==> src/hdl/brtn_pkg.sv <==
// Shared codes and types of the bracket record tree navigator.
// No dependencies; every other file of the block refers to it by scoped names.
`default_nettype none
package brtn_pkg;

  localparam int INDEX_W = 10;
  localparam int NAV_W   = 11;
  localparam int WORD_W  = 32;

  localparam logic [1:0] ACT_CLEAR  = 2'd0;
  localparam logic [1:0] ACT_APPEND = 2'd1;
  localparam logic [1:0] ACT_QUERY  = 2'd2;
  localparam logic [1:0] ACT_MODIFY = 2'd3;

  localparam logic [1:0] OP_ASSIGN = 2'd0;
  localparam logic [1:0] OP_OR     = 2'd1;
  localparam logic [1:0] OP_XOR    = 2'd2;
  localparam logic [1:0] OP_AND    = 2'd3;

  localparam logic [1:0] ST_OK   = 2'd0;
  localparam logic [1:0] ST_BAD  = 2'd1;
  localparam logic [1:0] ST_FULL = 2'd2;

  // Bit positions inside a record's flag pair.
  localparam int FLAG_START = 0;
  localparam int FLAG_END   = 1;

  typedef logic [NAV_W-1:0] nav_t;

  typedef struct packed {
    logic valid;
    logic peek;
    logic want_end;
  } scan_cmd_t;

  typedef struct packed {
    logic       done;
    logic       found;
    logic [1:0] flags;
  } scan_res_t;

  typedef enum logic [1:0] {
    UK_WRITE,
    UK_READ,
    UK_RMW
  } user_kind_t;

  typedef struct packed {
    logic       valid;
    user_kind_t kind;
    logic [1:0] op;
  } user_cmd_t;

endpackage
`default_nettype wire

==> src/hdl/brtn_scan.sv <==
// Flag memory with its depth-counting match scanner and single-entry peek.
// Depends on brtn_pkg for the command and result structs.
`default_nettype none
module brtn_scan #(
  parameter int TABLE_DEPTH = 1024
) (
  input  wire logic                              clk,
  input  wire logic                              rst,
  input  wire logic                              we,
  input  wire logic [$clog2(TABLE_DEPTH + 1)-1:0] waddr,
  input  wire logic [1:0]                        wflags,
  input  wire logic [$clog2(TABLE_DEPTH + 1)-1:0] count,
  input  wire brtn_pkg::scan_cmd_t               cmd,
  input  wire logic [$clog2(TABLE_DEPTH + 1)-1:0] cmd_pos,
  output brtn_pkg::scan_res_t                    res,
  output logic [$clog2(TABLE_DEPTH + 1)-1:0]     res_pos
);
  localparam int CW = $clog2(TABLE_DEPTH + 1);
  localparam int IW = (TABLE_DEPTH > 1) ? $clog2(TABLE_DEPTH) : 1;

  localparam logic [1:0] SC_IDLE  = 2'd0;
  localparam logic [1:0] SC_FIRST = 2'd1;
  localparam logic [1:0] SC_FWD   = 2'd2;
  localparam logic [1:0] SC_BWD   = 2'd3;

  logic [1:0]    flags_mem [TABLE_DEPTH];
  logic [1:0]    rdata;
  logic [1:0]    state, state_next;
  logic [CW-1:0] pos, pos_next;
  logic [CW-1:0] depth, depth_next, depth_step;
  logic          peek, peek_next, want, want_next;
  logic          done_next, found_next;
  logic [1:0]    flags_next;
  logic [CW-1:0] rpos_next;
  logic          fs, fe, last_fwd;

  always_ff @(posedge clk) begin
    if (we) begin
      flags_mem[waddr[IW-1:0]] <= wflags;
    end
    rdata <= flags_mem[pos_next[IW-1:0]];
  end

  assign fs       = rdata[brtn_pkg::FLAG_START];
  assign fe       = rdata[brtn_pkg::FLAG_END];
  assign last_fwd = (pos + 1'b1) >= count;

  always_comb begin
    if (state == SC_BWD) begin
      depth_step = depth + CW'(fe) - CW'(fs);
    end else begin
      depth_step = depth + CW'(fs) - CW'(fe);
    end
  end

  always_comb begin
    state_next = state;
    pos_next   = pos;
    depth_next = depth;
    peek_next  = peek;
    want_next  = want;
    done_next  = 1'b0;
    found_next = res.found;
    flags_next = res.flags;
    rpos_next  = res_pos;
    unique case (state)
      SC_IDLE: begin
        if (cmd.valid) begin
          pos_next   = cmd_pos;
          peek_next  = cmd.peek;
          want_next  = cmd.want_end;
          state_next = SC_FIRST;
        end
      end
      SC_FIRST: begin
        flags_next = rdata;
        rpos_next  = pos;
        found_next = 1'b0;
        if (peek) begin
          found_next = 1'b1;
          done_next  = 1'b1;
        end else if (fs) begin
          // A record flagged both ways closes itself.
          if (!want || fe) begin
            found_next = 1'b1;
            done_next  = 1'b1;
          end else if (last_fwd) begin
            done_next = 1'b1;
          end else begin
            depth_next = CW'(1);
            pos_next   = pos + 1'b1;
            state_next = SC_FWD;
          end
        end else if (fe) begin
          if (want) begin
            found_next = 1'b1;
            done_next  = 1'b1;
          end else if (pos == '0) begin
            done_next = 1'b1;
          end else begin
            depth_next = CW'(1);
            pos_next   = pos - 1'b1;
            state_next = SC_BWD;
          end
        end else begin
          done_next = 1'b1;
        end
        if (done_next) begin
          state_next = SC_IDLE;
        end
      end
      SC_FWD: begin
        rpos_next  = pos;
        depth_next = depth_step;
        if (depth_step == '0) begin
          found_next = 1'b1;
          done_next  = 1'b1;
          state_next = SC_IDLE;
        end else if (last_fwd) begin
          done_next  = 1'b1;
          state_next = SC_IDLE;
        end else begin
          pos_next = pos + 1'b1;
        end
      end
      SC_BWD: begin
        rpos_next  = pos;
        depth_next = depth_step;
        if (depth_step == '0) begin
          found_next = 1'b1;
          done_next  = 1'b1;
          state_next = SC_IDLE;
        end else if (pos == '0) begin
          done_next  = 1'b1;
          state_next = SC_IDLE;
        end else begin
          pos_next = pos - 1'b1;
        end
      end
      default: begin
        state_next = SC_IDLE;
      end
    endcase
  end

  always_ff @(posedge clk) begin
    if (rst) begin
      state    <= SC_IDLE;
      res.done <= 1'b0;
    end else begin
      state    <= state_next;
      res.done <= done_next;
    end
    pos       <= pos_next;
    depth     <= depth_next;
    peek      <= peek_next;
    want      <= want_next;
    res.found <= found_next;
    res.flags <= flags_next;
    res_pos   <= rpos_next;
  end

endmodule
`default_nettype wire

==> config.mk <==
export PLATFORM = sky130hd
export DESIGN_NAME = brtn_scan
export DESIGN_NICKNAME = d
export VERILOG_FILES = /design/src/hdl/brtn_pkg.sv /design/src/hdl/brtn_scan.sv
export SDC_FILE = /design/constraint.sdc
export NUM_CORES = 2
export LEC_CHECK = 0
export BUFFER_PORTS_ARGS = -buffer_cell sky130_fd_sc_hd__buf_2
export CORE_ASPECT_RATIO = 0.9
export CORE_UTILIZATION = 30
export CTS_CLUSTER_DIAMETER = 60
export CTS_CLUSTER_SIZE = 10
export DETAILED_ROUTE_END_ITERATION = 7
export SYNTH_ARGS = -nofsm -noshare
export SYNTH_HDL_FRONTEND = slang
export SYNTH_SLANG_ARGS = --single-unit
==> constraint.sdc <==
create_clock -name clk -period 6.7 [get_ports clk]
set_input_delay 0.335 -clock clk [delete_from_list [all_inputs] [get_ports clk]]
set_output_delay 0.335 -clock clk [all_outputs]
set_load 0.05 [all_outputs]
== Yosys cells after proc, flatten, opt, wreduce, memory -nomap -nowiden ==
Memory sizes are Yosys's and may differ from the RTL's. A register that Yosys moved wholly into a read port is not among the register bits.
Cells that the tools add are included.
Storage, ports and cells
  bits in registers: 41
  RAM bits: 2048
  output and inout bits: 15
  memories kept: 1
Memories
  flags_mem: words 1024, bits a word 2, read ports 1, clocked after Yosys merged registers in 1, wr ports 1, RTL line brtn_scan.sv:26  | logic [1:0] flags_mem [TABLE_DEPTH];
Operators by class
  $add $sub $neg: 6
  $lt $le $gt $ge: 1
  equal/unequal tests: 21
  multiplexer cells: 54
  reduce and logical (&&, ||, !) cells: 13
Operators with widths (number)
  2-to-1 mux 11 bit: 18
  case mux 11 bit (4 select lines): 1
  2-to-1 mux 2 bit: 13
  adder 11 x 1 -> 11 bit: 2
  logical NOT 11 bit: 2
  case mux 11 bit (2 select lines): 1
  subtractor 11 x 1 -> 11 bit: 2
  inequality test 3 bit, second input constant: 7
  inequality test 4 bit, second input constant: 5
  2-to-1 mux 1 bit: 18
  AND reduction 7 bit: 2
  adder 11 x 1 -> 11 bit, second input constant: 1
  >= comparator 11 bit: 1
  subtractor 11 x 1 -> 11 bit, second input constant: 1
  AND reduction 9 bit: 1
  inequality test 2 bit, second input constant: 4
  case mux 2 bit (4 select lines): 1
  equality test 2 bit, second input constant: 2
  AND reduction 2 bit: 2
  inequality test 3 x 1 -> 1 bit, second input constant: 1
  case mux 1 bit (3 select lines): 1
  OR reduction 3 bit: 1
  equality test 2 x 1 -> 1 bit, second input constant: 1
  logical NOT 2 bit: 1
  other kinds (6): 6

== Logic depth before layout (Yosys ltp) ==
  depth after elaboration: 9
  depth in mapped cells: 32
  mapped depth without buffers: 23

== Worst setup path before layout ==
OpenSTA, ideal clock, no wires.
  path kind: flip-flop to flip-flop
  from: reg pos[0]
  to: reg rdata[0] (read register of flags_mem)
  setup time: 88 ps
  arrival time: 5846 ps
  path slack: 767 ps
  cell stages (with the launch flop): 29
  buffers on the path: 8
  cell sequence: dfxtp_1 > clkbuf_1 > and3_1 > clkbuf_1 > and3_1 > clkbuf_1 > and3_1 > and3_1 > xor2_1 > ha_1 > nand4_1 > a211oi_1 > a211oi_1 > a2111oi_0 > a211o_1 > buf_2 > or4_4 > and2_4 > buf_8 > buf_6 > buf_4 > buf_4 > mux2i_1 > mux4_2 > a2111oi_0 > o21ai_1 > nand3b_1 > nor4_1 > nor4_2
Between the ends
  word-level cells in the longest chain between the ends: 7
  elaborated cells on any way between the ends: 15
  those cells by class: add/sub: 2; order compare: 1; mux: 11; reduce/logical: 1
Ends and longest elaborated chain
  start: declaration: RTL line brtn_scan.sv:29  | logic [CW-1:0] pos, pos_next;
  start signal: assignment: RTL line brtn_scan.sv:154  | pos <= pos_next;
  adder 11 x 1 -> 11 bit (tied with other cells): RTL line brtn_scan.sv:46, brtn_scan.sv:91, brtn_scan.sv:123
  >= comparator 11 bit or 2-to-1 mux 11 bit (tied branches): RTL line brtn_scan.sv:46, brtn_scan.sv:98, brtn_scan.sv:133
  2-to-1 mux 11 bit (on tied branches): RTL line brtn_scan.sv:87, brtn_scan.sv:119, brtn_scan.sv:95
  2-to-1 mux 11 bit (on tied branches): RTL line brtn_scan.sv:84, brtn_scan.sv:94
  2-to-1 mux 11 bit: RTL line brtn_scan.sv:82  | end else if (fs) begin
  2-to-1 mux 11 bit: RTL line brtn_scan.sv:79  | if (peek) begin
  case mux 11 bit (4 select lines) *: RTL line brtn_scan.sv:66  | unique case (state)
  end: declaration: RTL line brtn_scan.sv:27  | logic [1:0] rdata;
Mark *: on every way between the ends. The rest lies on a longest branch, timed or not. The select of a mux whose other input is x is not followed.
A chain may end at the register's enable or synchronous reset.

== Final worst setup path ==
  from: reg rdata[1] (read register of flags_mem)
  to: reg rdata[0] (read register of flags_mem)
Between the ends
  word-level cells in the longest chain between the ends: 6
  elaborated cells on any way between the ends: 13
  those cells by class: add/sub: 3; mux: 8; reduce/logical: 2
Ends and longest elaborated chain
  adder 11 x 1 -> 11 bit: RTL line brtn_scan.sv:50  | depth_step = depth + CW'(fe) - CW'(fs);
  subtractor 11 x 1 -> 11 bit: RTL line brtn_scan.sv:50
  2-to-1 mux 11 bit: RTL line brtn_scan.sv:49  | if (state == SC_BWD) begin
  logical NOT 11 bit: RTL line brtn_scan.sv:115, brtn_scan.sv:129
  2-to-1 mux 11 bit (on tied branches): RTL line brtn_scan.sv:129, brtn_scan.sv:115
  case mux 11 bit (4 select lines) *: RTL line brtn_scan.sv:66
Marked as above.

==> metrics.yaml <==
initial_utilization_pct: 30.2
ctsRootBufferMaster: "clkbuf_16"
grt_max_degree: 215
regToRegStartpoint: "rdata[1]"
grt_pass1_vias: 61200
cp-start-kind: "flip-flop"
fmax_ghz: 0.150
use_met3_pct: 4.09
via_count: 64400
synth_edf_count: 2076
antenna_found_initial: 27
p_total_mw: 41.4
place_congestion: 0.871
stdcell_area_mm2: 0.105
synth_area_mm2: 0.0904
grt_pass1_wl_um: 425000
dr.pass1.iters: 6
synthTopCellsByArea: "edfxtp_1 69%, nand2_1 5.4%, nor2_1 4.5%, mux2i_1 2.5%, a311oi_1 2.3%"
cts_tree: "yes"
placed_cell_area_mm2: 0.0976
rr_endpoint: "rdata[0]"
endpoint: "rdata[0]"
core_mm2: 0.299
die_w_um: 581
clock_sinks: 2091
reg2reg_depth: 25
hold_viol: 0
area_delta_synth_final_pct: 16.0
holdCritPathClass: "input pin to flip-flop"
cpMaxStageDelayCell: "or4_1"
port-buffer-count: 54
crit_top_cell: "buf_4"
use_met1_pct: 26.8
hpwl_um: 169000
synth.distinct_cells: 87
finalSetupViolations: 0
yosys_register_bits: 2091
grt_overflow_total: 0
status: "finished, final reports clean"
htreeDepth: 4
dieHeight_um: 523
drive_gt1_share_pct: 13.3
yosys_warnings: 0
p_leak_nw: 34.2
synth.top_cell.area_share_pct: 69.0
grt_usage_pct: 18.8
worst_slack_ns: 0.0472
fin_setup_tns_ns: 0
hold_slack_ns: 0.0658
rrSetupSlack_ns: 0.05
synth_ff_type: "edfxtp_1"
clk_latency_ns: 0.89
fillers: 28600
synth.most_common_cell: "edfxtp_1"
cp-startpoint: "rdata[1]"
min_period_ns: 6.65
postLayoutCoreUtil_pct: 35.1
worstPathRequired_ns: 7.37
numCtsBuffers: 238
wl_per_cell_um: 26.0
powerDensity_mw_per_mm2: 395
drt_iter0_markers: 9384
drc: 0
dieArea_mm2: 0.304
max_slew.worst_pin.slew_ns: 1.44
yosys.area.top_type: "edfxtp_1"
ir_drop_v: 0.000249
critPathCaptureType: "flip-flop"
nets: 7532
grtUsageMet2_pct: 28.6
path_max_fanout: 14
pre_cts_ws_ns: -0.845
netlist_instances: 7276
vias_per_cell: 5.62
drv_cap: 0
ys_top_cells_by_count: "2076 x edfxtp_1, 1296 x nand2_1, 1080 x nor2_1"
ioPinCount: 56
path_class: "flip-flop to flip-flop"
ys_async_sr_fraction_pct: 0
finalMaxSlewViolations: 0
dpl.cell_count: 11100
grt-busiest-layer: "met2"
ant_nets: 0
synth_fp_nets: 7346
std_cell_rows: 190
clk_pin_slew_worst_paths_ns: 0.06
ys_seq_area_share_pct: 69.3
multi_input_area_mm2: 0.0252
ff_latch_area_mm2: 0.0626
crit_arrival_ns: 7.32
period_share_pct: 99.3
synth_area_per_cell_um2: 12.4
clockBufferDepth: 4
fin_worst_skew_ns: 0.0688
max-slew-margin-rel_pct: 4.01
drt-total-wl_um: 298000
max_stage_delay_ns: 0.58
fin_cells: 11500
## flip-flops by register name, indices dropped and copies added (netlist names)
signal,flops
want,1
res,4
pos,11
state,2
peek,1
flags_mem,2048
depth,11
res_pos,11
rdata,2
## where the power goes
part / internal (mW) / total [mW] / switching (mW)
clock: 6.32 / 11.2 / 4.93
sequential: 14.5 / 14.6 / 0.0729
combinational: 5.61 / 15.6 / 10.0
## layout make-up
class | instances | area share (%)
antenna | 11 | 0.0262
clock buffer | 268 | 5.83
clock inverter | 14 | 0.116
inverter | 47 | 0.228
multi-input combinational | 4501 | 24.1
sequential | 2091 | 59.7
tap | 3936 | 4.70
timing repair buffer | 583 | 5.32
## routing by layer
layer | share of wire (%) | routed length (µm) | vias to the layer above
met5 | 0.013 | 39 | -
met4 | 2.8 | 8310 | 6
met3 | 12 | 36600 | 554
met2 | 44 | 131000 | 4048
met1 | 41 | 121000 | 32400
li1 | - | - | 27300
## worst min-delay path by stage
stage                     slack (ns)  startpoint  depth (start not counted)                 to
after floorplan                 0.40      pos[4]                          0         res_pos[4]
after global placement          0.52      cmd[1]                          1               peek
after detailed placement        0.52      cmd[1]                          1               peek
after CTS                       0.01    waddr[4]                          3  flags_mem[831][1]
after global routing            0.07    waddr[1]                          2  flags_mem[822][0]
final                           0.07    waddr[4]                          3  flags_mem[831][1]
## cell usage in the layout, fill, tap and decap left out, types with 97 or more instances in the layout
cell,instances
nor3_1,97
edfxtp_1,2076
a311oi_1,234
nand2_1,1289
buf_4,419
a211oi_1,150
a221oi_1,99
and3_1,218
a21oi_1,269
nand3_1,255
clkbuf_16,249
nor2_1,1075
mux2i_1,223
## cells by family (layout without fill, tap and decap cells)
family          count (synthesis)  count (layout)  synth area share [%]
compound gates               1082            1082                  8.60
buf+inv                       685             912                  3.49
flops                        2091            2091                  69.3
mux                           270             270                  3.53
other cells                     0              11                     0
fa+ha+maj                      29              29                 0.418
simple gates                 3094            3095                  14.4
xor+xnor                       25              25                 0.242
## what timing repair did
item / 4_1_cts / 5_1_grt
hold endpoints to repair: 71 / 0
resized for setup: 24 / 86
endpoints found under the setup margin: 2 / 2
gates cloned: 0 / 10
setup buffers: 5 / 26
pin swaps: 9 / 27
hold buffers: 5 / 0
## worst max-delay path, delay by kind of cell, from the launching register on
family                   cells  cell delay [ns]
adder cells (fa/ha/maj)      3             0.87
AND/OR/NAND/NOR              9             2.54
buffers and inverters        7             1.10
AO/OA/AOI/OAI                6             1.49
flip-flops                   1             0.39
Note: power is estimated with default switching activity, not from simulation.
